File: src/rtl/core/qsr_pkg.sv
`default_nettype none
// ----------------------------------------------------------------------------
// qsr_pkg: shared types and constants for the smallest-three restore
// Component format, derived arithmetic widths and the sideband record that
// travels alongside the arithmetic through the pipeline.
// ----------------------------------------------------------------------------
package qsr_pkg;

  // Component width, signed Q1.(CompWidth-1)
  localparam int unsigned CompWidth = 16;

  // Square of a component is at most 2^(2W-2): 2W-1 bits unsigned
  localparam int unsigned SqWidth   = 2 * CompWidth - 1;
  // Sum of three squares stays below 2^(2W)
  localparam int unsigned SumWidth  = 2 * CompWidth;
  // Remainder (one - sum) is at most one, i.e. 2^(2W-2)
  localparam int unsigned RadWidth  = 2 * CompWidth - 1;

  // Square root unit: two result bits per stage
  localparam int unsigned ItersPerStage = 2;
  localparam int unsigned SqrtStages    = (CompWidth + ItersPerStage - 1) / ItersPerStage;
  localparam int unsigned SqrtIters     = SqrtStages * ItersPerStage;
  localparam int unsigned PadWidth      = 2 * SqrtIters;
  localparam int unsigned RemWidth      = CompWidth + 3;
  localparam int unsigned RootWidth     = CompWidth;

  // 1.0 in Q2.(2W-2)
  localparam logic [SumWidth-1:0] OneSq = {2'b01, {(2 * CompWidth - 2){1'b0}}};
  // Largest positive component, used when the root comes out as exactly 1.0
  localparam logic [RootWidth-1:0] MaxPos = {1'b0, {(RootWidth - 1){1'b1}}};

  typedef logic signed [CompWidth-1:0] comp_t;

  // Where the restored component is placed
  typedef enum logic [1:0] {
    SlotX = 2'd0,
    SlotY = 2'd1,
    SlotZ = 2'd2,
    SlotW = 2'd3
  } slot_e;

  // Carried unchanged alongside the root computation
  typedef struct packed {
    comp_t a;
    comp_t b;
    comp_t c;
    slot_e slot;
  } side_t;

endpackage
`default_nettype wire

File: src/rtl/core/qsr_sqsum.sv
`default_nettype none
// ----------------------------------------------------------------------------
// qsr_sqsum: squares and remainder
// Stage 1 squares the three components, stage 2 sums them and forms
// one minus the sum, forced to zero when the sum reaches one.
// ----------------------------------------------------------------------------
module qsr_sqsum (
  input  logic                          clk_i,
  input  logic                          rst_ni,
  input  logic                          valid_i,
  output logic                          stall_o,
  input  qsr_pkg::side_t                side_i,
  output logic                          valid_o,
  input  logic                          stall_i,
  output logic [qsr_pkg::RadWidth-1:0]  rad_o,
  output qsr_pkg::side_t                side_o
);

  logic signed [2*qsr_pkg::CompWidth-1:0] prod_a, prod_b, prod_c;
  logic [qsr_pkg::SqWidth-1:0]  sq_a_q, sq_b_q, sq_c_q;
  logic [qsr_pkg::SumWidth-1:0] sum;
  logic [qsr_pkg::SumWidth-1:0] diff;
  logic [qsr_pkg::RadWidth-1:0] rad_d, rad_q;
  qsr_pkg::side_t               side1_q, side2_q;
  logic                         v1_q, v2_q;
  logic                         adv1, adv2;

  // Stage advances when empty or when its contents move on
  assign adv2    = !v2_q || !stall_i;
  assign adv1    = !v1_q || adv2;
  assign stall_o = !adv1;

  assign prod_a = side_i.a * side_i.a;
  assign prod_b = side_i.b * side_i.b;
  assign prod_c = side_i.c * side_i.c;

  assign sum  = qsr_pkg::SumWidth'(sq_a_q) + qsr_pkg::SumWidth'(sq_b_q)
              + qsr_pkg::SumWidth'(sq_c_q);
  assign diff = qsr_pkg::OneSq - sum;

  always_comb begin
    if (sum < qsr_pkg::OneSq) begin
      rad_d = diff[qsr_pkg::RadWidth-1:0];
    end else begin
      rad_d = '0;
    end
  end

  always_ff @(posedge clk_i or negedge rst_ni) begin
    if (!rst_ni) begin
      v1_q <= 1'b0;
      v2_q <= 1'b0;
    end else begin
      if (adv1) begin
        v1_q <= valid_i;
      end
      if (adv2) begin
        v2_q <= v1_q;
      end
    end
  end

  always_ff @(posedge clk_i) begin
    if (adv1 && valid_i) begin
      sq_a_q  <= prod_a[qsr_pkg::SqWidth-1:0];
      sq_b_q  <= prod_b[qsr_pkg::SqWidth-1:0];
      sq_c_q  <= prod_c[qsr_pkg::SqWidth-1:0];
      side1_q <= side_i;
    end
    if (adv2 && v1_q) begin
      rad_q   <= rad_d;
      side2_q <= side1_q;
    end
  end

  assign valid_o = v2_q;
  assign rad_o   = rad_q;
  assign side_o  = side2_q;

endmodule
`default_nettype wire

File: src/rtl/core/qsr_isqrt.sv
`default_nettype none
// ----------------------------------------------------------------------------
// qsr_isqrt: pipelined integer square root
// Digit-by-digit restoring root, two result bits per stage; truncates and
// saturates a root of exactly 1.0 to the largest positive component.
// ----------------------------------------------------------------------------
module qsr_isqrt (
  input  logic                           clk_i,
  input  logic                           rst_ni,
  input  logic                           valid_i,
  output logic                           stall_o,
  input  logic [qsr_pkg::RadWidth-1:0]   rad_i,
  input  qsr_pkg::side_t                 side_i,
  output logic                           valid_o,
  input  logic                           stall_i,
  output logic [qsr_pkg::RootWidth-1:0]  root_o,
  output qsr_pkg::side_t                 side_o
);

  localparam int unsigned Stages   = qsr_pkg::SqrtStages;
  localparam int unsigned CmpWidth = qsr_pkg::RemWidth + qsr_pkg::SqrtIters;

  typedef struct packed {
    logic [qsr_pkg::PadWidth-1:0]  rad;
    logic [qsr_pkg::RemWidth-1:0]  rem;
    logic [qsr_pkg::SqrtIters-1:0] root;
  } sq_state_t;

  function automatic sq_state_t sqrt_step(sq_state_t s);
    sq_state_t                    r;
    logic [qsr_pkg::RemWidth-1:0] trial;
    r = s;
    for (int j = 0; j < qsr_pkg::ItersPerStage; j++) begin
      r.rem = {r.rem[qsr_pkg::RemWidth-3:0], r.rad[qsr_pkg::PadWidth-1 -: 2]};
      r.rad = {r.rad[qsr_pkg::PadWidth-3:0], 2'b00};
      trial = (qsr_pkg::RemWidth'(r.root) << 2) | qsr_pkg::RemWidth'(1);
      if (r.rem >= trial) begin
        r.rem  = r.rem - trial;
        r.root = {r.root[qsr_pkg::SqrtIters-2:0], 1'b1};
      end else begin
        r.root = {r.root[qsr_pkg::SqrtIters-2:0], 1'b0};
      end
    end
    return r;
  endfunction

  logic [Stages-1:0] v_q;
  logic [Stages-1:0] v_in;
  logic [Stages-1:0] adv;
  sq_state_t         st_q   [Stages];
  sq_state_t         st_in  [Stages];
  sq_state_t         st_nxt [Stages];
  qsr_pkg::side_t    side_q [Stages];
  qsr_pkg::side_t    side_in[Stages];

  logic [qsr_pkg::SqrtIters-1:0] fin_root;
  logic [qsr_pkg::RemWidth-1:0]  fin_rem;

  // Ready chain from the output back to the input
  always_comb begin
    adv[Stages-1] = !v_q[Stages-1] || !stall_i;
    for (int k = Stages - 2; k >= 0; k--) begin
      adv[k] = !v_q[k] || adv[k+1];
    end
  end

  assign stall_o = !adv[0];

  always_comb begin
    for (int k = 0; k < Stages; k++) begin
      if (k == 0) begin
        v_in[k]       = valid_i;
        st_in[k].rad  = qsr_pkg::PadWidth'(rad_i);
        st_in[k].rem  = '0;
        st_in[k].root = '0;
        side_in[k]    = side_i;
      end else begin
        v_in[k]    = v_q[k-1];
        st_in[k]   = st_q[k-1];
        side_in[k] = side_q[k-1];
      end
      st_nxt[k] = sqrt_step(st_in[k]);
    end
  end

  always_ff @(posedge clk_i or negedge rst_ni) begin
    if (!rst_ni) begin
      v_q <= '0;
    end else begin
      for (int k = 0; k < Stages; k++) begin
        if (adv[k]) begin
          v_q[k] <= v_in[k];
        end
      end
    end
  end

  always_ff @(posedge clk_i) begin
    for (int k = 0; k < Stages; k++) begin
      if (adv[k] && v_in[k]) begin
        st_q[k]   <= st_nxt[k];
        side_q[k] <= side_in[k];
      end
    end
  end

  assign fin_root = st_q[Stages-1].root;
  assign fin_rem  = st_q[Stages-1].rem;

  // Root is at most 1.0; a root of 1.0 saturates
  assign root_o  = (|fin_root[qsr_pkg::SqrtIters-1:qsr_pkg::RootWidth-1])
                 ? qsr_pkg::MaxPos : fin_root[qsr_pkg::RootWidth-1:0];
  assign valid_o = v_q[Stages-1];
  assign side_o  = side_q[Stages-1];

  // Root never exceeds 1.0
  a_root_range : assert property (@(posedge clk_i) disable iff (!rst_ni)
    v_q[Stages-1] |-> (fin_root <= (qsr_pkg::SqrtIters'(1) << (qsr_pkg::CompWidth - 1))))
    else $error("square root above one");

  // Floor root leaves a remainder of at most twice the root
  a_rem_bound : assert property (@(posedge clk_i) disable iff (!rst_ni)
    v_q[Stages-1] |-> (CmpWidth'(fin_rem) <= CmpWidth'({fin_root, 1'b0})))
    else $error("square root remainder out of bound");

  // A held first stage keeps its transaction
  a_hold_first : assert property (@(posedge clk_i) disable iff (!rst_ni)
    (v_q[0] && !adv[0]) |=> (v_q[0] && $stable(st_q[0]) && $stable(side_q[0])))
    else $error("first root stage lost a held transaction");

endmodule
`default_nettype wire

File: src/rtl/core/qsr_place.sv
`default_nettype none
// ----------------------------------------------------------------------------
// qsr_place: component placement and output register
// Puts the restored component into the slot named by the index.
// ----------------------------------------------------------------------------
module qsr_place (
  input  logic                           clk_i,
  input  logic                           rst_ni,
  input  logic                           valid_i,
  output logic                           stall_o,
  input  logic [qsr_pkg::RootWidth-1:0]  root_i,
  input  qsr_pkg::side_t                 side_i,
  output logic                           valid_o,
  input  logic                           stall_i,
  output qsr_pkg::comp_t                 quat_x_o,
  output qsr_pkg::comp_t                 quat_y_o,
  output qsr_pkg::comp_t                 quat_z_o,
  output qsr_pkg::comp_t                 quat_w_o
);

  qsr_pkg::comp_t r;
  qsr_pkg::comp_t x_d, y_d, z_d, w_d;
  qsr_pkg::comp_t x_q, y_q, z_q, w_q;
  logic           v_q;
  logic           adv;

  assign adv     = !v_q || !stall_i;
  assign stall_o = !adv;
  assign r       = qsr_pkg::comp_t'(root_i);

  always_comb begin
    unique case (side_i.slot)
      qsr_pkg::SlotX: begin
        x_d = r;        y_d = side_i.b; z_d = side_i.c; w_d = side_i.a;
      end
      qsr_pkg::SlotY: begin
        x_d = side_i.b; y_d = r;        z_d = side_i.c; w_d = side_i.a;
      end
      qsr_pkg::SlotZ: begin
        x_d = side_i.b; y_d = side_i.c; z_d = r;        w_d = side_i.a;
      end
      qsr_pkg::SlotW: begin
        x_d = side_i.b; y_d = side_i.c; z_d = side_i.a; w_d = r;
      end
      default: begin
        x_d = side_i.b; y_d = side_i.c; z_d = side_i.a; w_d = r;
      end
    endcase
  end

  always_ff @(posedge clk_i or negedge rst_ni) begin
    if (!rst_ni) begin
      v_q <= 1'b0;
    end else if (adv) begin
      v_q <= valid_i;
    end
  end

  always_ff @(posedge clk_i) begin
    if (adv && valid_i) begin
      x_q <= x_d;
      y_q <= y_d;
      z_q <= z_d;
      w_q <= w_d;
    end
  end

  assign valid_o  = v_q;
  assign quat_x_o = x_q;
  assign quat_y_o = y_q;
  assign quat_z_o = z_q;
  assign quat_w_o = w_q;

endmodule
`default_nettype wire

File: src/rtl/core/quaternion_smallest_three_restore.sv
`default_nettype none
// ----------------------------------------------------------------------------
// quaternion_smallest_three_restore: smallest-three quaternion decoder
// Rebuilds a unit quaternion from three stored Q1.15 components and a
// 2-bit placement index.
// ----------------------------------------------------------------------------
// Takes one transaction per clock while the output side does not stall and
// returns one result transaction for each, in order: one stage of three
// 16x16 multipliers squares the stored components, one stage sums the
// squares and forms 1 - sum (zero once the sum reaches one), eight stages
// of a restoring square root produce two root bits each, and a final stage
// places the restored component and registers the result.
// Every stage holds its own valid bit, so a stall at the output only fills
// empty stages behind it and in_stall_o rises only once the pipe is full.
// Formats: inputs and outputs signed Q1.15, squares Q2.30, root truncated
// to Q0.15; a root of exactly 1.0 (all stored components zero) becomes 32767.
// ----------------------------------------------------------------------------
module quaternion_smallest_three_restore (
  input  logic           clk_i,
  input  logic           rst_ni,
  // input channel
  input  logic           in_valid_i,
  output logic           in_stall_o,
  input  qsr_pkg::comp_t comp_a_i,
  input  qsr_pkg::comp_t comp_b_i,
  input  qsr_pkg::comp_t comp_c_i,
  input  logic [1:0]     missing_slot_i,
  // output channel
  output logic           out_valid_o,
  input  logic           out_stall_i,
  output qsr_pkg::comp_t quat_x_o,
  output qsr_pkg::comp_t quat_y_o,
  output qsr_pkg::comp_t quat_z_o,
  output qsr_pkg::comp_t quat_w_o
);

  qsr_pkg::side_t               side_in;
  qsr_pkg::side_t               side_sum;
  qsr_pkg::side_t               side_root;
  logic [qsr_pkg::RadWidth-1:0] rad;
  logic [qsr_pkg::RootWidth-1:0] root;
  logic                         sum_valid, sum_stall;
  logic                         root_valid, root_stall;

  // The stored components and index ride along untouched until placement
  assign side_in.a    = comp_a_i;
  assign side_in.b    = comp_b_i;
  assign side_in.c    = comp_c_i;
  assign side_in.slot = qsr_pkg::slot_e'(missing_slot_i);

  // Squares and 1 - sum of squares
  qsr_sqsum u_sqsum (
    .clk_i   (clk_i),
    .rst_ni  (rst_ni),
    .valid_i (in_valid_i),
    .stall_o (in_stall_o),
    .side_i  (side_in),
    .valid_o (sum_valid),
    .stall_i (sum_stall),
    .rad_o   (rad),
    .side_o  (side_sum)
  );

  // Pipelined square root, saturated to the largest positive component
  qsr_isqrt u_isqrt (
    .clk_i   (clk_i),
    .rst_ni  (rst_ni),
    .valid_i (sum_valid),
    .stall_o (sum_stall),
    .rad_i   (rad),
    .side_i  (side_sum),
    .valid_o (root_valid),
    .stall_i (root_stall),
    .root_o  (root),
    .side_o  (side_root)
  );

  // Placement by index and output register
  qsr_place u_place (
    .clk_i    (clk_i),
    .rst_ni   (rst_ni),
    .valid_i  (root_valid),
    .stall_o  (root_stall),
    .root_i   (root),
    .side_i   (side_root),
    .valid_o  (out_valid_o),
    .stall_i  (out_stall_i),
    .quat_x_o (quat_x_o),
    .quat_y_o (quat_y_o),
    .quat_z_o (quat_z_o),
    .quat_w_o (quat_w_o)
  );

endmodule
`default_nettype wire

File: config.mk
export PLATFORM = sky130hd
export DESIGN_NAME = quaternion_smallest_three_restore
export DESIGN_NICKNAME = d
export VERILOG_FILES = /design/src/rtl/core/qsr_pkg.sv /design/src/rtl/core/qsr_sqsum.sv /design/src/rtl/core/qsr_isqrt.sv /design/src/rtl/core/qsr_place.sv /design/src/rtl/core/quaternion_smallest_three_restore.sv
export SDC_FILE = /design/constraint.sdc
export NUM_CORES = 2
export LEC_CHECK = 0
export ABC_AREA = 1
export BUFFER_PORTS_ARGS = -buffer_cell sky130_fd_sc_hd__buf_2
export CAP_MARGIN = 30
export CORE_UTILIZATION = 30
export CTS_BUF_LIST = sky130_fd_sc_hd__clkbuf_4 sky130_fd_sc_hd__clkbuf_8 sky130_fd_sc_hd__clkbuf_16
export DETAILED_ROUTE_END_ITERATION = 16
export SYNTH_ARGS = -nofsm -noshare
export SYNTH_HDL_FRONTEND = slang
export SYNTH_SLANG_ARGS = --single-unit
File: constraint.sdc
create_clock -name clk_i -period 20 [get_ports clk_i]
set_clock_uncertainty 0.2 [all_clocks]
set_input_delay 2 -clock clk_i [delete_from_list [all_inputs] [get_ports clk_i]]
set_output_delay 2 -clock clk_i [all_outputs]
set_load 0.02 [all_outputs]
# [Word-level counts from Yosys, hierarchy flattened]
# Memories as Yosys holds them, arrays and structs flattened.
# Index checks and enable logic that the tools add are counted.
[op_classes] n_addsub=19 n_mul=3 div_mod_pow=0 magnitude_cmp=17 eq_ne=3 shifts=0 n_mux=53 bitwise_logic=0 n_reduce_logical=40
[ops] operator="$ge 19x18->1" count=14
[ops] operator="$mux 19" count=8
[ops] operator="$mux 17" count=8
[ops] operator="$sub 19x18->19" count=7
[ops] operator="$sub 17x17->17" count=7
[ops] operator="$pmux 16 s3" count=2
[ops] operator="$mul 16x16->31" count=3
[ops] operator="$pmux 16 s2" count=2
[ops] operator="$add 31x31->32" count=1
[ops] operator="$add 32x31->32" count=1
[ops] operator="$lt 32x31->1 const B" count=1
[ops] operator="$mux 1" count=32
[ops] operator="$sub 31x31->31 const A" count=1
[ops] operator="$ge 19x3->1" count=1
[ops] operator="$sub 19x3->19" count=1
[ops] operator="$mux 15" count=1
[ops] operator="$logic_not 1->1" count=13
[ops] operator="$logic_and 1x1->1" count=11
[ops] operator="$logic_or 1x1->1" count=11
[ops] operator="$reduce_or 3->1" count=2
[ops] operator="$eq 2x2->1 const B" count=2
[ops] operator="$reduce_or 2->1" count=2
[ops] operator="$eq 2x1->1 const B" count=1
[ops] operator="$logic_not 2->1" count=1
[ops] operator="2 further kinds" count=2
[word_totals] regBits=299 latch_bits=0 ramBits=904 mem_bits_ro=0 input_bits=54 out_inout_bits=66 memories=2
[mem_list] memory="u_isqrt.st_q" words=8 width=63 read_ports=8 rd_clocked_by_memory_dff=0 write_ports=8 line_no="qsr_isqrt.sv:50" text="sq_state_t st_q [Stages];"
[mem_list] memory="u_isqrt.side_q" words=8 width=50 read_ports=8 rd_clocked_by_memory_dff=0 write_ports=8 line_no="qsr_isqrt.sv:53" text="qsr_pkg::side_t side_q [Stages];"

# [Depth between registers and ports, before layout]
[depth] depth_word=13 ltp_mapped=27 depth_no_buf=26

# [Hierarchy]
# A second synthesis with hierarchy kept.
[unflattened] cells_unflattened=7334 area_unflattened_um2=72462.0
[modules_own_cells] module="qsr_sqsum" instances=1 cells_each=4144 area_each_um2=37176.9
[modules_own_cells] module="qsr_isqrt" instances=1 cells_each=2868 area_each_um2=32210.9
[modules_own_cells] module="qsr_place" instances=1 cells_each=322 area_each_um2=3074.2

# [Worst setup path before layout]
# OpenSTA, ideal clock, no wires.
[synth_path] kind="input port to flip-flop" from="input port out_stall_i" to="register u_sqsum.side1_q[0] (netlist name) (enable)" setup_ns=0.635 arrival_time_ns=8.753 required_ns=19.165 path_slack_ns=10.411 stages=19 path_buffers=0 cell_sequence="nand2_1 -> nor2_1 -> inv_1 -> nor2_1 -> inv_1 -> nor2_1 -> inv_1 -> nor2_1 -> inv_1 -> nor2_1 -> inv_1 -> nor2_1 -> inv_1 -> nor2_1 -> inv_1 -> nor2_1 -> nand2_1 -> nor2_1 -> nor2_1"
[synth_between] elab_chain_len=13
[synth_lines] item="start: declaration" line_no="quaternion_smallest_three_restore.sv:30" text="input logic out_stall_i,"
[synth_lines] item="$logic_not 1->1" line_no="qsr_place.sv:27" text="assign adv = !v_q || !stall_i;"
[synth_lines] item="$logic_or 1x1->1" line_no="qsr_place.sv:27"
[synth_lines] item="$logic_or 1x1->1" line_no="qsr_isqrt.sv:61" text="adv[Stages-1] = !v_q[Stages-1] || !stall_i;"
[synth_lines] item="$logic_or 1x1->1 (7 in series)" line_no="qsr_isqrt.sv:63" text="adv[k] = !v_q[k] || adv[k+1];"
[synth_lines] item="$logic_or 1x1->1" line_no="qsr_sqsum.sv:29" text="assign adv2 = !v2_q || !stall_i;"
[synth_lines] item="$logic_or 1x1->1" line_no="qsr_sqsum.sv:30" text="assign adv1 = !v1_q || adv2;"
[synth_lines] item="$logic_and 1x1->1" line_no="qsr_sqsum.sv:64" text="if (adv1 && valid_i) begin"
[synth_lines] item="end signal: assignment" line_no="qsr_sqsum.sv:68" text="side1_q <= side_i;"
[synth_lines] item="end: declaration" line_no="qsr_sqsum.sv:24" text="qsr_pkg::side_t side1_q, side2_q;"
# Every way passes these cells.
# A chain may end at the register's enable or synchronous reset.

# [Worst setup path in the final report]
[layout_path] from="input port comp_b_i[9]" to="register u_sqsum.sq_b_q[23] (netlist name) (data pin)"
[layout_between] elab_chain_len=1
[layout_lines] item="start: declaration" line_no="quaternion_smallest_three_restore.sv:25" text="input qsr_pkg::comp_t comp_b_i,"
[layout_lines] item="$mul 16x16->31" line_no="qsr_sqsum.sv:34" text="assign prod_b = side_i.b * side_i.b;"
[layout_lines] item="named net u_sqsum.prod_b, one bit" line_no="qsr_sqsum.sv:19" text="logic signed [2*qsr_pkg::CompWidth-1:0] prod_a, prod_b, prod_c;"
[layout_lines] item="end signal: assignment" line_no="qsr_sqsum.sv:66" text="sq_b_q <= prod_b[qsr_pkg::SqWidth-1:0];"
[layout_lines] item="end: declaration" line_no="qsr_sqsum.sv:20" text="logic [qsr_pkg::SqWidth-1:0] sq_a_q, sq_b_q, sq_c_q;"
# The timed path passes the listed nets, and every way through them passes these cells.

==> results.md <==
* Global-route wire length before repair at ~260 mm
* Iteration-0 DRC count of the detailed router at 2608
* Maximum fanout along the worst path at 18
* Longest Clk Path Bufs at 3
* Total CTS buffers at 102
* Largest family of logic cells by synthesized area: adder cells
* Cells after Synth at 7003
* Commonest cells in the netlist: inv_1 (1559), nand2_1 (1360), edfxtp_1 (973)
* Routed Antenna Nets at 0
* IO Count at 120
* GP Congestion at 0.917
* Worst Path Arrival at 8080 ps
* Netlist cell types at between 60 and 70
* Final Cycle Share at 39.2%
* Final Hold Fails at 0
* Area contributors post-synth: edfxtp_1 (41%), fa_1 (20%), inv_1 (8.2%)
* Critical Path Start: comp_b_i[9]
* Synth Area in Simple Gates at 12.9%
* Crit path required time at 20240 ps
* Area fraction in compound gates after synthesis at about 5.4%
* Register area share after synthesis at roughly two fifths
* Total gr overflow at 0
* Drt pass-1 iters at 6
* HPWL Detailed at 133 mm
* Worst-margin pin slew at 935 ps
* Share of cells above drive strength 1 at slightly above 6%
* Outcome: complete, no violations
* R2R Path Start: u_isqrt.st_q[1][23]
* Reg2reg path depth at 18
* Total wire length at about 160 mm
* Synth Flop Type: edfxtp_1
* Initial antenna violation count at 14
* Vias in the first global route at 48900
* Die Area at 240000 um^2
* Fin util at roughly 33%
* Async S/R FF share, synth at 1.12%
* Largest net degree at the start of global routing at 138
* Fmax at roughly 130 MHz
* CTS Sinks at approximately 980
* Max_cap viols at 0
* Non-Filler Instances at 10300
* IO Port Bufs at 119
* Synth Area in XOR/XNOR at 3.27%
* Num rows at 178
* Slew Limit Fails at 0
* Post-Place Cells at 10100
* Hold Buf Count CTS at 0
* Final setup viols at 0
* Layout Nets at 8312
* Core Area at 236000 um^2
* Reg clk slew, reported paths at 60 ps
* Die H at about 490 um
* CP endpoint: u_sqsum.sq_b_q[23]
* Post-Synth Adder-Cell Area at 27.8%
* Crit end category: flop
* Wire per inst at 15.7 um
* Reg2Reg Setup Slack at 14040 ps
* Setup TNS at 0 ps
* HP Class: flop to flop
* Post-CTS setup buffer count at 0
* Critical Path Start Type: input port
* Area added between synthesis and finish at 10.7%
* GRT Overall Usage at 13.9%
* TritonCTS clock tree: built
* H-tree depth at 3
* Syn. warnings at 0
* Share of the synthesized area in the top cell type at 41.0%
* Clock Latency Late Sink at 710 ps
* EDFF count, synth at 973
* DRC violations left at 0
* Root buf cell: clkbuf_16
* Post-cts sizing count at 0
* Cell taking the most area after synthesis: edfxtp_1
* Slew headroom at 37.7%
* Die X at 490 um
* Most frequent cell after synthesis: inv_1
* Reg2reg end: u_isqrt.st_q[1][80]
* Crit Path Category: input port to flop
* Via/cell ratio at ~4.5
* Post-Syn Area at 71300 um^2
* Crit path time final at 7840 ps
* Register bit total from synthesis at 984
* RSZ-0062 raised after global routing: false
* Mux contribution to synthesized area at 0%
* Syn_area_per_cell at 10.2 um^2
* Initial cell density of the core at 30.2%
* Vias at approximately 46000
==> how the worst min path moves through the flow <==
stage                                startpoint                      to  slack [ps]  depth (start not counted)
final                         u_sqsum.rad_o[13]     u_isqrt.st_q[0][48]         190                          0
after global placement     u_isqrt.st_q[0][169]    u_isqrt.st_q[0][236]         200                          0
after floorplan               u_sqsum.side_o[0]    u_isqrt.side_q[0][0]         200                          0
after global routing          u_sqsum.rad_o[17]     u_isqrt.st_q[0][52]         180                          0
after CTS                      u_sqsum.rad_o[2]     u_isqrt.st_q[0][37]         180                          0
after detailed placement  u_isqrt.side_q[0][96]  u_isqrt.side_q[0][146]         200                          0
==> through the flow <==
step                area (um^2)  hold WS [ps]  worst slack (ps)
floorplan                 71300           200             10410
global placement          75400           200             11430
detailed placement        75500           205             11510
CTS                       78900           178             12280
global route              78900           181             11790
finish                    79000           186             12160
==> cells in the final DEF, fill, tap and decap left out, types with 8 or more instances in the layout <==
master / n
inv_1: 1554
nand2_1: 1360
edfxtp_1: 973
fa_1: 717
ha_1: 438
nor2_1: 361
a21oi_1: 269
nand3_1: 232
o21ai_0: 219
xor2_1: 158
buf_2: 119
xnor2_1: 108
clkbuf_16: 103
nand4_1: 67
nor3_1: 46
or2_2: 28
clkinv_2: 25
a21o_1: 24
o21ai_1: 23
clkinv_1: 23
o21bai_1: 22
o221ai_1: 19
nor2_2: 18
o21a_1: 16
o211ai_1: 16
nand3b_1: 15
buf_4: 15
inv_2: 14
nor4_1: 14
clkbuf_4: 14
a31oi_1: 12
nand2_2: 12
nand3_2: 12
a21oi_2: 11
a21boi_0: 11
bufinv_16: 11
dfrtp_1: 11
nor2_4: 8
clkinvlp_4: 8
==> logic make-up after synthesis <==
group / after synthesis
AO/OA/AOI/OAI: 677
XOR/XNOR: 266
flip-flops: 984
AND/OR/NAND/NOR: 2199
adder cells (fa/ha/maj): 1155
buffers and inverters: 1720
other: 2
==> metal layers <==
metal | part of all wire, % | track usage, % | vias up | routed length (um)
met5 | 0.047 | 0 | - | 77
met4 | 2.6 | 3.95 | 12 | 4200
met3 | 3.4 | 1.51 | 240 | 5550
met2 | 51 | 25.1 | 883 | 82600
met1 | 43 | 17.4 | 22700 | 70400
li1 | - | - | 22400 | -
==> flip-flops by register name, summed over array words and instances (netlist names), 8 cells and up <==
register          flops
u_place.quat_w_o     16
u_place.quat_y_o     16
u_sqsum.side_o       50
u_place.quat_z_o     16
u_isqrt.side_q      400
u_sqsum.sq_a_q       29
u_isqrt.v_q           8
u_sqsum.sq_b_q       29
u_sqsum.side1_q      50
u_sqsum.sq_c_q       29
u_place.quat_x_o     16
u_sqsum.rad_o        31
u_isqrt.st_q        291
==> final cells by class <==
type	count	area [um^2]
repair buffers	137	783
fillers	23700	157000
multi-input cells	4300	35300
well taps	3150	3940
diodes	3	7.51
clock inverters	70	785
flip-flops and latches	984	29500
clock buffers	117	2680
inverters	1578	5930
==> critical path, stage by stage <==
cell	delay [ps]
buf_2	430
nand2_1	190
fa_1	540
fa_1	510
fa_1	510
inv_1	60
fa_1	500
fa_1	510
inv_1	50
fa_1	470
inv_1	40
ha_1	390
nand2_1	130
nor2_1	130
inv_1	40
o21ai_0	370
a21boi_0	220
o21ai_0	360
a21boi_0	250
o21ai_0	240
xor2_1	90
Power is left out: the tool's default activity adds up to more than one toggle a clock period on the data nets, which glitch-free logic cannot reach.
